$ cat config.mk
export PLATFORM = sky130hd
export DESIGN_NAME = gpio_port_bank_unit
export DESIGN_NICKNAME = d
export VERILOG_FILES = /design/src/gpb_pkg.sv /design/src/gpb_decode.sv /design/src/gpb_regfile.sv /design/src/gpio_port_bank_unit.sv
export SDC_FILE = /design/constraint.sdc
export NUM_CORES = 1
export LEC_CHECK = 0
export ABC_CLOCK_PERIOD_IN_PS = 6400
export BUFFER_PORTS_ARGS = -buffer_cell sky130_fd_sc_hd__buf_2
export CAP_MARGIN = 20
export CORE_MARGIN = 2
export CORE_UTILIZATION = 55
export CTS_BUF_LIST = sky130_fd_sc_hd__clkbuf_8
export DETAILED_ROUTE_END_ITERATION = 12
export HOLD_SLACK_MARGIN = 0.12
export PLACE_DENSITY = 0.83
export SYNTH_ARGS = -nofsm -noshare
export SYNTH_HDL_FRONTEND = slang
export SYNTH_SLANG_ARGS = --single-unit
export TNS_END_PERCENT = 100
$ cat constraint.sdc
create_clock -name clk -period 6.4 [get_ports clk]
set_input_delay 1.28 -clock clk [delete_from_list [all_inputs] [get_ports clk]]
set_output_delay 1.28 -clock clk [all_outputs]
set_load 0.01 [all_outputs]
$ cat src/gpb_pkg.sv
// Shared types, address map and constants for the GPIO port bank.
package gpb_pkg;

    localparam int NUM_PORTS = 16;
    localparam int ADDR_W    = 10;
    localparam int PORT_W    = 4;
    localparam int BYTE_W    = 8;

    localparam logic [PORT_W-1:0] PROT_PORT = 4'd9;
    localparam logic [ADDR_W-1:0] ADDR_SEL_CTL = 10'h3af;
    localparam logic [ADDR_W-1:0] DIR_OFFSET   = 10'h002;

    localparam logic CMD_READ  = 1'b0;
    localparam logic CMD_WRITE = 1'b1;

    // Data register of each port; the direction register sits two above it
    localparam logic [ADDR_W-1:0] DATA_ADDR [16] = '{
        10'h3e0, 10'h3e1, 10'h3e4, 10'h3e5, 10'h3e8, 10'h3e9, 10'h3c0, 10'h3c1,
        10'h3c4, 10'h3c5, 10'h3c8, 10'h3c9, 10'h3cc, 10'h3cd, 10'h3d0, 10'h3d1
    };

    // Function-select registers; the first six ports have none
    localparam logic [15:0] FSEL_PRESENT = 16'hffc0;
    localparam logic [ADDR_W-1:0] FSEL_ADDR [16] = '{
        10'h000, 10'h000, 10'h000, 10'h000, 10'h000, 10'h000, 10'h3b0, 10'h3b1,
        10'h3b4, 10'h3b5, 10'h3b8, 10'h3b9, 10'h3bc, 10'h3bd, 10'h3a0, 10'h3a1
    };

    typedef enum logic [2:0] {
        KIND_NONE,
        KIND_DATA,
        KIND_DIR,
        KIND_FSEL,
        KIND_SELCTL
    } kind_t;

    typedef struct packed {
        kind_t             kind;
        logic [PORT_W-1:0] port;
    } decode_t;

    typedef struct packed {
        logic              cmd;
        logic [ADDR_W-1:0] addr;
        logic [BYTE_W-1:0] wdata;
        logic [BYTE_W-1:0] pin_levels;
        logic [BYTE_W-1:0] pull_select;
        logic              protect_open;
    } req_t;

    typedef struct packed {
        logic [BYTE_W-1:0] rdata;
        logic              write_blocked;
        logic [PORT_W-1:0] port_index;
        logic [BYTE_W-1:0] drive_enable;
        logic [BYTE_W-1:0] drive_level;
        logic [BYTE_W-1:0] pullup_on;
    } rsp_t;

    typedef struct packed {
        logic              latch_we;
        logic              dir_we;
        logic              sel_we;
        logic [PORT_W-1:0] port;
        logic [BYTE_W-1:0] wdata;
    } regwr_t;

    typedef struct packed {
        logic [BYTE_W-1:0] dir;
        logic [BYTE_W-1:0] latch;
        logic [BYTE_W-1:0] sel;
    } regrd_t;

endpackage

$ cat src/gpb_decode.sv
// Address decoder: maps a byte address to a register kind and port number.
module gpb_decode
(
    input  logic [gpb_pkg::ADDR_W-1:0] addr,
    output gpb_pkg::decode_t           dec
);

    always_comb
    begin
        logic found;
        found    = 1'b0;
        dec.kind = gpb_pkg::KIND_NONE;
        dec.port = '0;
        for (int i = 0; i < gpb_pkg::NUM_PORTS; i++)
        begin
            if (!found)
            begin
                if (addr == gpb_pkg::DATA_ADDR[i])
                begin
                    found    = 1'b1;
                    dec.kind = gpb_pkg::KIND_DATA;
                    dec.port = gpb_pkg::PORT_W'(i);
                end
                else if (addr == gpb_pkg::DATA_ADDR[i] + gpb_pkg::DIR_OFFSET)
                begin
                    found    = 1'b1;
                    dec.kind = gpb_pkg::KIND_DIR;
                    dec.port = gpb_pkg::PORT_W'(i);
                end
                else if (gpb_pkg::FSEL_PRESENT[i] && addr == gpb_pkg::FSEL_ADDR[i])
                begin
                    found    = 1'b1;
                    dec.kind = gpb_pkg::KIND_FSEL;
                    dec.port = gpb_pkg::PORT_W'(i);
                end
            end
        end
        if (!found && addr == gpb_pkg::ADDR_SEL_CTL)
        begin
            dec.kind = gpb_pkg::KIND_SELCTL;
        end
    end

endmodule

$ cat src/gpb_regfile.sv
// Port register file: data latches, direction registers and the select-control byte.
module gpb_regfile
(
    input  logic                       clk,
    input  logic                       rst_n,
    input  gpb_pkg::regwr_t            wr,
    input  logic [gpb_pkg::PORT_W-1:0] rd_port,
    output gpb_pkg::regrd_t            rd
);

    logic [gpb_pkg::BYTE_W-1:0] latch_reg [gpb_pkg::NUM_PORTS];
    logic [gpb_pkg::BYTE_W-1:0] dir_reg   [gpb_pkg::NUM_PORTS];
    logic [gpb_pkg::BYTE_W-1:0] sel_reg;

    always_ff @(posedge clk or negedge rst_n)
    begin
        if (!rst_n)
        begin
            for (int i = 0; i < gpb_pkg::NUM_PORTS; i++)
            begin
                latch_reg[i] <= '0;
                dir_reg[i]   <= '0;
            end
            sel_reg <= '0;
        end
        else
        begin
            if (wr.latch_we)
            begin
                latch_reg[wr.port] <= wr.wdata;
            end
            if (wr.dir_we)
            begin
                dir_reg[wr.port] <= wr.wdata;
            end
            if (wr.sel_we)
            begin
                sel_reg <= wr.wdata;
            end
        end
    end

    assign rd.dir   = dir_reg[rd_port];
    assign rd.latch = latch_reg[rd_port];
    assign rd.sel   = sel_reg;

endmodule

$ cat src/gpio_port_bank_unit.sv
// GPIO port bank top level: input register, access logic and result register.
// An accepted item waits in the input register and moves into the result register, which
// drives rsp_valid, once that register is empty or rsp_ready is high. Throughput: one
// item per cycle while rsp_ready does not stall a full result register; the register
// file is updated as an item leaves the input register, so the next item sees its effect.
// Reset: data latches, direction registers (all inputs), select byte and both stages clear.
module gpio_port_bank_unit
(
    input  logic          clk,
    input  logic          rst_n,
    input  logic          req_valid,
    output logic          req_ready,
    input  gpb_pkg::req_t req,
    output logic          rsp_valid,
    input  logic          rsp_ready,
    output gpb_pkg::rsp_t rsp
);

    logic            s1_valid_reg, s1_valid_next;
    gpb_pkg::req_t   s1_reg, s1_next;
    logic            out_valid_reg, out_valid_next;
    gpb_pkg::rsp_t   out_reg, out_next;

    logic              advance;
    logic              fire;
    gpb_pkg::decode_t  dec;
    gpb_pkg::regwr_t   wr;
    gpb_pkg::regrd_t   rd;
    gpb_pkg::rsp_t     res;
    logic              is_wr;
    logic              hit;
    logic              blocked;
    logic [gpb_pkg::BYTE_W-1:0] dir_after;
    logic [gpb_pkg::BYTE_W-1:0] latch_after;

    assign advance   = !out_valid_reg || rsp_ready;
    assign req_ready = !s1_valid_reg || advance;
    assign fire      = s1_valid_reg && advance;

    gpb_decode u_decode
    (
        .addr (s1_reg.addr),
        .dec  (dec)
    );

    gpb_regfile u_regfile
    (
        .clk     (clk),
        .rst_n   (rst_n),
        .wr      (wr),
        .rd_port (dec.port),
        .rd      (rd)
    );

    assign is_wr   = (s1_reg.cmd == gpb_pkg::CMD_WRITE);
    assign blocked = is_wr && dec.kind == gpb_pkg::KIND_DIR
                     && dec.port == gpb_pkg::PROT_PORT && !s1_reg.protect_open;

    always_comb
    begin
        wr.latch_we = fire && is_wr && dec.kind == gpb_pkg::KIND_DATA;
        wr.dir_we   = fire && is_wr && dec.kind == gpb_pkg::KIND_DIR && !blocked;
        wr.sel_we   = fire && is_wr && dec.kind == gpb_pkg::KIND_SELCTL;
        wr.port     = dec.port;
        wr.wdata    = s1_reg.wdata;
    end

    // Per-port outputs report the state as it stands after this access
    assign dir_after   = (is_wr && dec.kind == gpb_pkg::KIND_DIR && !blocked)
                         ? s1_reg.wdata : rd.dir;
    assign latch_after = (is_wr && dec.kind == gpb_pkg::KIND_DATA)
                         ? s1_reg.wdata : rd.latch;

    always_comb
    begin
        hit       = 1'b0;
        res.rdata = '0;
        case (dec.kind)
            gpb_pkg::KIND_DATA:
            begin
                hit       = 1'b1;
                res.rdata = (rd.dir & rd.latch) | (~rd.dir & s1_reg.pin_levels);
            end
            gpb_pkg::KIND_DIR:
            begin
                hit       = 1'b1;
                res.rdata = rd.dir;
            end
            gpb_pkg::KIND_FSEL:
            begin
                hit = 1'b1;
            end
            gpb_pkg::KIND_SELCTL:
            begin
                res.rdata = rd.sel;
            end
            default:
            begin
                hit = 1'b0;
            end
        endcase
        if (is_wr)
        begin
            res.rdata = '0;
        end
        res.write_blocked = blocked;
        res.port_index    = hit ? dec.port : '0;
        res.drive_enable  = hit ? dir_after : '0;
        res.drive_level   = hit ? latch_after : '0;
        res.pullup_on     = hit ? (~dir_after & ~s1_reg.pull_select) : '0;
    end

    always_comb
    begin
        s1_valid_next = s1_valid_reg;
        s1_next       = s1_reg;
        if (req_ready)
        begin
            s1_valid_next = req_valid;
            if (req_valid)
            begin
                s1_next = req;
            end
        end
        out_valid_next = out_valid_reg;
        out_next       = out_reg;
        if (advance)
        begin
            out_valid_next = s1_valid_reg;
            if (s1_valid_reg)
            begin
                out_next = res;
            end
        end
    end

    always_ff @(posedge clk or negedge rst_n)
    begin
        if (!rst_n)
        begin
            s1_valid_reg  <= 1'b0;
            out_valid_reg <= 1'b0;
        end
        else
        begin
            s1_valid_reg  <= s1_valid_next;
            out_valid_reg <= out_valid_next;
        end
    end

    always_ff @(posedge clk)
    begin
        s1_reg  <= s1_next;
        out_reg <= out_next;
    end

    assign rsp_valid = out_valid_reg;
    assign rsp       = out_reg;

`ifndef SYNTHESIS
    a_blocked_no_rdata: assert property (@(posedge clk) disable iff (!rst_n)
        rsp_valid && rsp.write_blocked |-> rsp.rdata == '0)
        else $error("blocked write returned read data");

    a_blocked_port: assert property (@(posedge clk) disable iff (!rst_n)
        rsp_valid && rsp.write_blocked |-> rsp.port_index == gpb_pkg::PROT_PORT)
        else $error("write blocked on an unprotected port");

    a_pullup_inputs_only: assert property (@(posedge clk) disable iff (!rst_n)
        rsp_valid |-> (rsp.pullup_on & rsp.drive_enable) == '0)
        else $error("pull-up reported on a driven pin");

    a_ready_when_empty: assert property (@(posedge clk) disable iff (!rst_n)
        !rsp_valid |-> req_ready)
        else $error("input stalled with empty result register");
`endif

endmodule
Yosys cells after proc, flatten, opt, wreduce, memory -nomap -nowiden
Index checks and enable logic that the tools add are counted.
Widths: inputs -> output; s select.
{"block": "op_classes", "bitwise": 8, "magnitude_cmp": 2, "n_reduce_logical": 23, "eq_ne": 48, "n_mux": 129}
{"cell": "$eq 10x10->1 const B", "count": 43}
{"cell": "$mux 7", "count": 55}
{"cell": "$bwmux 128", "count": 2}
{"cell": "$bmux 8 s4", "count": 2}
{"cell": "$mux 1", "count": 58}
{"cell": "$mux 8", "count": 7}
{"cell": "$demux 8 s4", "count": 1}
{"cell": "$and 8x8->8", "count": 3}
{"cell": "$not 8->8", "count": 3}
{"cell": "$pmux 8 s3", "count": 1}
{"cell": "$logic_and 1x1->1", "count": 13}
{"cell": "$mux 6", "count": 2}
{"cell": "$or 8x8->8", "count": 1}
{"cell": "$eq 3x2->1 const B", "count": 2}
{"cell": "$ge 5x5->1 const B", "count": 1}
{"cell": "$logic_not 1->1", "count": 5}
{"cell": "$lt 5x1->1 const B", "count": 1}
{"cell": "$not 4->5", "count": 1}
{"cell": "$eq 4x4->1 const B", "count": 1}
{"cell": "$reduce_and 2->1", "count": 2}
{"cell": "$eq 3x1->1 const B", "count": 1}
{"cell": "$eq 3x3->1 const B", "count": 1}
{"cell": "$mux 3", "count": 1}
{"cell": "$reduce_or 3->1", "count": 1}
{"cell": "$logic_or 1x1->1", "count": 2}
{"block": "word_totals", "out_inout_bits": 39, "inputBits": 40, "reg_bits": 339, "elab_cells": 257}

Logic depth before layout (Yosys ltp)
{"block": "logic_depth", "ltp_word": 68, "mapped_depth": 15, "ltp_nobuf": 10}

By module
A second synthesis with hierarchy kept.
{"block": "hier_totals", "cells_unflattened": 1013, "area_unflattened_um2": 15536.2}
{"mod": "gpb_regfile", "instances": 1, "seq_area_each_um2": 6606.3, "cells_each": 751, "area_per_inst_um2": 11974.0}
{"mod": "gpio_port_bank_unit", "instances": 1, "seq_area_each_um2": 2242.2, "cells_each": 202, "area_per_inst_um2": 3171.8}
{"mod": "gpb_decode", "instances": 1, "seq_area_each_um2": 0.0, "cells_each": 60, "area_per_inst_um2": 390.4}

Worst setup path before layout
Ideal clock, no wire load.
{"block": "synth_path", "path_kind": "input port to flip-flop", "startpoint": "in rsp_ready", "endpoint": "reg u_regfile.latch_reg[112] (netlist name)", "arrival_time_ns": 3.234, "setup_ns": 0.125, "slack_ns": 3.042, "path_buffers": 0, "stages": 6, "t_required_ns": 6.275, "path_cell_list": "nand2b_1 -> nand2_1 -> inv_2 -> nand2_1 -> nor4_4 -> mux2_2"}
{"block": "synth_between", "elab_chain_len": 4}
{"element": "start, declared", "line_no": "gpio_port_bank_unit.sv:15", "source": "input logic rsp_ready,"}
{"element": "$logic_or 1x1->1", "line_no": "gpio_port_bank_unit.sv:36", "source": "assign advance = !out_valid_reg || rsp_ready;"}
{"element": "$logic_and 1x1->1", "line_no": "gpio_port_bank_unit.sv:38", "source": "assign fire = s1_valid_reg && advance;"}
{"element": "named net fire", "line_no": "gpio_port_bank_unit.sv:25", "source": "logic fire;"}
{"element": "$logic_and 1x1->1 (2 in a row)", "line_no": "gpio_port_bank_unit.sv:61", "source": "wr.latch_we = fire && is_wr && dec.kind == gpb_pkg::KIND_DATA;"}
{"element": "end signal, assigned by index", "line_no": "gpb_regfile.sv:30", "source": "latch_reg[wr.port] <= wr.wdata;"}
{"element": "end, declared", "line_no": "gpb_regfile.sv:11", "source": "logic [gpb_pkg::BYTE_W-1:0] latch_reg [gpb_pkg::NUM_PORTS];"}
The timed path passes the listed nets, and every way through them passes these cells.
A chain may end at the register's enable or synchronous reset.

Worst setup path after layout
{"block": "layout_path", "startpoint": "reg s1_reg[30] (netlist name)", "endpoint": "reg out_reg (netlist bit rsp[30]), data pin"}
{"block": "layout_between", "elab_chain_len": 65, "elab_cells_between_ends": 175, "cone_classes": "eq/ne: 46; mux: 122; bitwise: 5; reduce/logical: 2"}
{"element": "start, declared", "line_no": "gpio_port_bank_unit.sv:20", "source": "gpb_pkg::req_t s1_reg, s1_next;"}
{"element": "start signal, assigned", "line_no": "gpio_port_bank_unit.sv:153", "source": "s1_reg <= s1_next;"}
{"element": "$eq 10x10->1", "line_no": "gpb_decode.sv:18", "source": "if (addr == gpb_pkg::DATA_ADDR[i])"}
{"element": "$mux 6", "line_no": "gpb_decode.sv:18"}
{"element": "$mux 7", "line_no": "gpb_decode.sv:24", "source": "else if (addr == gpb_pkg::DATA_ADDR[i] + gpb_pkg::DIR_OFFSET)"}
{"element": "$mux 7", "line_no": "gpb_decode.sv:18"}
{"element": "$mux 7", "line_no": "gpb_decode.sv:16", "source": "if (!found)"}
{"element": "$mux 7", "line_no": "gpb_decode.sv:24"}
{"element": "$mux 7", "line_no": "gpb_decode.sv:18"}
{"element": "$mux 7", "line_no": "gpb_decode.sv:16"}
{"element": "(+48 left out)"}
{"element": "$mux 7", "line_no": "gpb_decode.sv:16"}
{"element": "$not 4->5 (implied by the code)", "line_no": "gpb_regfile.sv:43, gpb_regfile.sv:44"}
{"element": "$bmux 8 s4", "line_no": "gpb_regfile.sv:43", "source": "assign rd.dir = dir_reg[rd_port];"}
{"element": "$mux 8 (implied by the code) (2 in a row)", "line_no": "gpb_regfile.sv:43"}
{"element": "$not 8->8", "line_no": "gpio_port_bank_unit.sv:82", "source": "res.rdata = (rd.dir & rd.latch) | (~rd.dir & s1_reg.pin_levels);"}
{"element": "$and 8x8->8", "line_no": "gpio_port_bank_unit.sv:82"}
{"element": "$or 8x8->8", "line_no": "gpio_port_bank_unit.sv:82"}
{"element": "$pmux 8 s3 *", "line_no": "gpio_port_bank_unit.sv:78", "source": "case (dec.kind)"}
{"element": "end signal, assigned", "line_no": "gpio_port_bank_unit.sv:154", "source": "out_reg <= out_next;"}
{"element": "end, declared", "line_no": "gpio_port_bank_unit.sv:22", "source": "gpb_pkg::rsp_t out_reg, out_next;"}
Mark *: on every way between the ends. The rest lies on a longest branch, timed or not. The select of a mux whose other input is x is not followed.

==> metrics.cfg <==
[run_status]
status = finished clean

[die]
fp.dieH_um = 173.0
initial_core_util = 0.5625
io_pins = 79
coreArea_um2 = 27930
dieArea_um2 = 29940
std_cell_rows = 61
die_width_um = 173.0

[setup_path]
critPathArrivalTime_ns = 4.78
cp-start-kind = flip-flop
critical_path.top_delay_family = compound AO/OA/AOI/OAI gates
end_kind = flip-flop
slowest_stage = a2111oi_0
slowest_delay_ns = 1.00
path_cells = or3b_1 > a211oi_4 > nor3_2 > buf_4 > inv_2 > mux4_2 > o21ai_1 > a2111oi_0 > and3_1 > mux2i_1 > o21ai_1
crit_top_cell = o21ai_1
crit_path_max_fanout = 26
crit_required_ns = 6.72
cp.buffers_inverters = 2
critPathKind = flip-flop to flip-flop

[grt]
met2_usage = 0.4217
grt_max_degree = 168
grtUsageTotal = 0.2664
grtUsageMet3 = 0.05277
gr-max-usage-layer = met2
antenna_found_initial = 0
grt_pass1_vias = 11140
gr-total-overflow = 0
grt_pass1_wl_um = 62820
use_met1 = 0.3674

[logic_synthesis]
synth-seq-cells = 339
syn-cell-area_um2 = 15710
syn_area_per_cell_um2 = 12.90
synth_cell_type_count = 76
synth_edf_count = 73
synth_ff_type = dfrtp_1
ys.warnings.count = 0
async_reset_ff_frac = 0.7847
synthCells = 1218
seq_area_frac_synth = 0.5631
synth_nets = 1258

[timing]
grt_setup_unrepaired = no
worst_slew_pin_slew_ns = 1.187
fin_skew_ns = 0.01788
fin_crit_sh = 0.6975
relSlewSlack = 0.1881
finalMaxSlewViolations = 0
period_needed_ns = 4.464
fmax_ghz = 0.2240
setup_viol = 0
hold_viol = 0
setup_tns_ns = 0

[power]
power_leakage_uw = 0.008149
power_uw = 4467
peakVddDrop_uv = 189.5
power_density_nw_per_um2 = 253.9

[detailed_routing]
drc = 0
vias = 10890
vias_per_cell = 6.316
drt_pass1_iterations = 7
drt_iter0_drc = 1151
ant_nets = 0
routed_wl_um = 39640
wire_per_inst_um = 22.99

[cells_and_area]
drive_gt1_frac = 0.3807
multi_input_area_um2 = 6480
final_nets = 1343
fill_cells = 2091
ff_latch_area_um2 = 8848
area_growth_pct = 11.98

[clocking]
cts_setup_buffers = 0
cts_tree = built
hold_buffers = 0
clk_pin_slew_ns = 0.06
cts_buffer_depth = 3
root_buffer = clkbuf_8
cts_max_level = 2
cts_made_buffers = 54
cts_resized = 0
insertion_delay_ns = 0.59
cts.sinks = 339

[place]
io_buffer_count = 78
gp_congestion = 0.8963
hpwl_um = 25040

[min_path]
min_path_type = flip-flop to flip-flop

[run]
cap_viol_max_count = 0

-- cell usage in the layout (no fill, tap or decap), types with 6 or more instances in the layout --
| cell type | instances |
|---|---|
| dfrtp_1 | 266 |
| mux2_2 | 263 |
| nand2_1 | 132 |
| buf_2 | 77 |
| clkbuf_8 | 74 |
| edfxtp_1 | 73 |
| nor2_1 | 47 |
| a21oi_1 | 40 |
| mux2i_1 | 34 |
| inv_1 | 27 |
| nand3_1 | 25 |
| o21ai_0 | 22 |
| buf_4 | 21 |
| nor2_2 | 18 |
| and3_1 | 13 |
| a22oi_1 | 12 |
| mux4_2 | 12 |
| nor3_1 | 11 |
| o21ai_1 | 9 |
| nor3b_1 | 8 |
| nand2b_1 | 7 |
| a211oi_1 | 7 |
| a2111oi_0 | 7 |
| o22ai_1 | 7 |
| o211ai_1 | 6 |
| nand4_1 | 6 |
| a31oi_1 | 6 |
| nor4_1 | 6 |
| a21o_1 | 6 |
-- stage by stage --
step | setup WS [ns] | instances | instance area (um^2) | hold WS (ns) | util
2_1_floorplan | 3.042 | 1218 | 15710 | 0.4572 | -
3_3_place_gp | 2.167 | 1622 | 16420 | 0.4678 | 0.5877
3_5_place_dp | 2.096 | 1623 | 16430 | 0.4887 | 0.5882
4_1_cts | 2.048 | 1721 | 17550 | 0.5021 | 0.6283
5_1_grt | 1.753 | 1723 | 17590 | 0.5166 | 0.6298
6_report | 1.936 | 1724 | 17600 | 0.4992 | 0.6299
-- cell type report --
cell class,count,share of cell area
antenna,1,0.0001422
tap,378,0.02688
timing repair buffer,103,0.03612
clock buffer,74,0.05788
clock inverter,24,0.005689
inverter,10,0.002133
sequential,339,0.5029
multi-input combinational,795,0.3683
-- power by group --
group          switching [uW]  internal, uW  leakage [uW]
combinational             207          99.1       0.00308
clock                     840          1020      0.000647
sequential               34.9          2260       0.00442
-- cell families (layout without fill, tap and decap cells) --
| logic type | Yosys count | count (layout) | synth area share |
|---|---|---|---|
| flops | 339 | 339 | 0.5631 |
| simple gates | 319 | 319 | 0.1080 |
| mux | 310 | 310 | 0.2280 |
| compound gates | 165 | 165 | 0.07541 |
| buf+inv | 84 | 211 | 0.02492 |
| xor+xnor | 1 | 1 | 0.0005575 |
| other cells | 0 | 1 | 0 |
-- path summary, 6_finish.rpt --
path	startpoint	end	slack [ns]	cells past startpoint
max in group asynchronous	rst_n	u_regfile.latch_reg[32]$_DFFE_PN0P_	4.31	2
min reg2reg	u_regfile.dir_reg[100]$_DFFE_PN0P_	u_regfile.dir_reg[100]$_DFFE_PN0P_	0.50	1
max reg2reg	s1_reg[30]$_DFFE_PP_	rsp[30]$_SDFFCE_PP0P_	1.94	11
max	s1_reg[30]$_DFFE_PP_	rsp[30]$_SDFFCE_PP0P_	1.94	11
min	u_regfile.dir_reg[100]$_DFFE_PN0P_	u_regfile.dir_reg[100]$_DFFE_PN0P_	0.50	1
min in group asynchronous	rst_n	u_regfile.latch_reg[118]$_DFFE_PN0P_	0.74	1
-- cells in the mapped netlist (all sizes together) (6+ instances only) --
master	count	share of area
o21ai	32	0.010
dfrtp	266	0.42
a21oi	42	0.014
a22oi	12	0.0057
mux4	12	0.017
nand2b	7	0.0028
a211oi	13	0.0096
a2111oi	7	0.0039
mux2i	34	0.022
o211ai	6	0.0029
a31oi	6	0.0024
a21o	6	0.0029
and3	13	0.0052
edfxtp	73	0.14
nor3	15	0.0065
inv	10	0.0024
clkbuf	34	0.0081
nor4	10	0.0078
nor3b	8	0.0038
nand4	7	0.0032
mux2	264	0.19
nor2	65	0.018
o22ai	7	0.0028
nand3	28	0.010
nand2	137	0.035
buf	40	0.014
-- per-layer routing --
metal	up-vias	part of all wire
met5	-	0
li1	4650	-
met2	582	0.47
met4	0	0.029
met3	99	0.096
met1	5558	0.40
No activity file was read; power rests on OpenSTA's default activity.
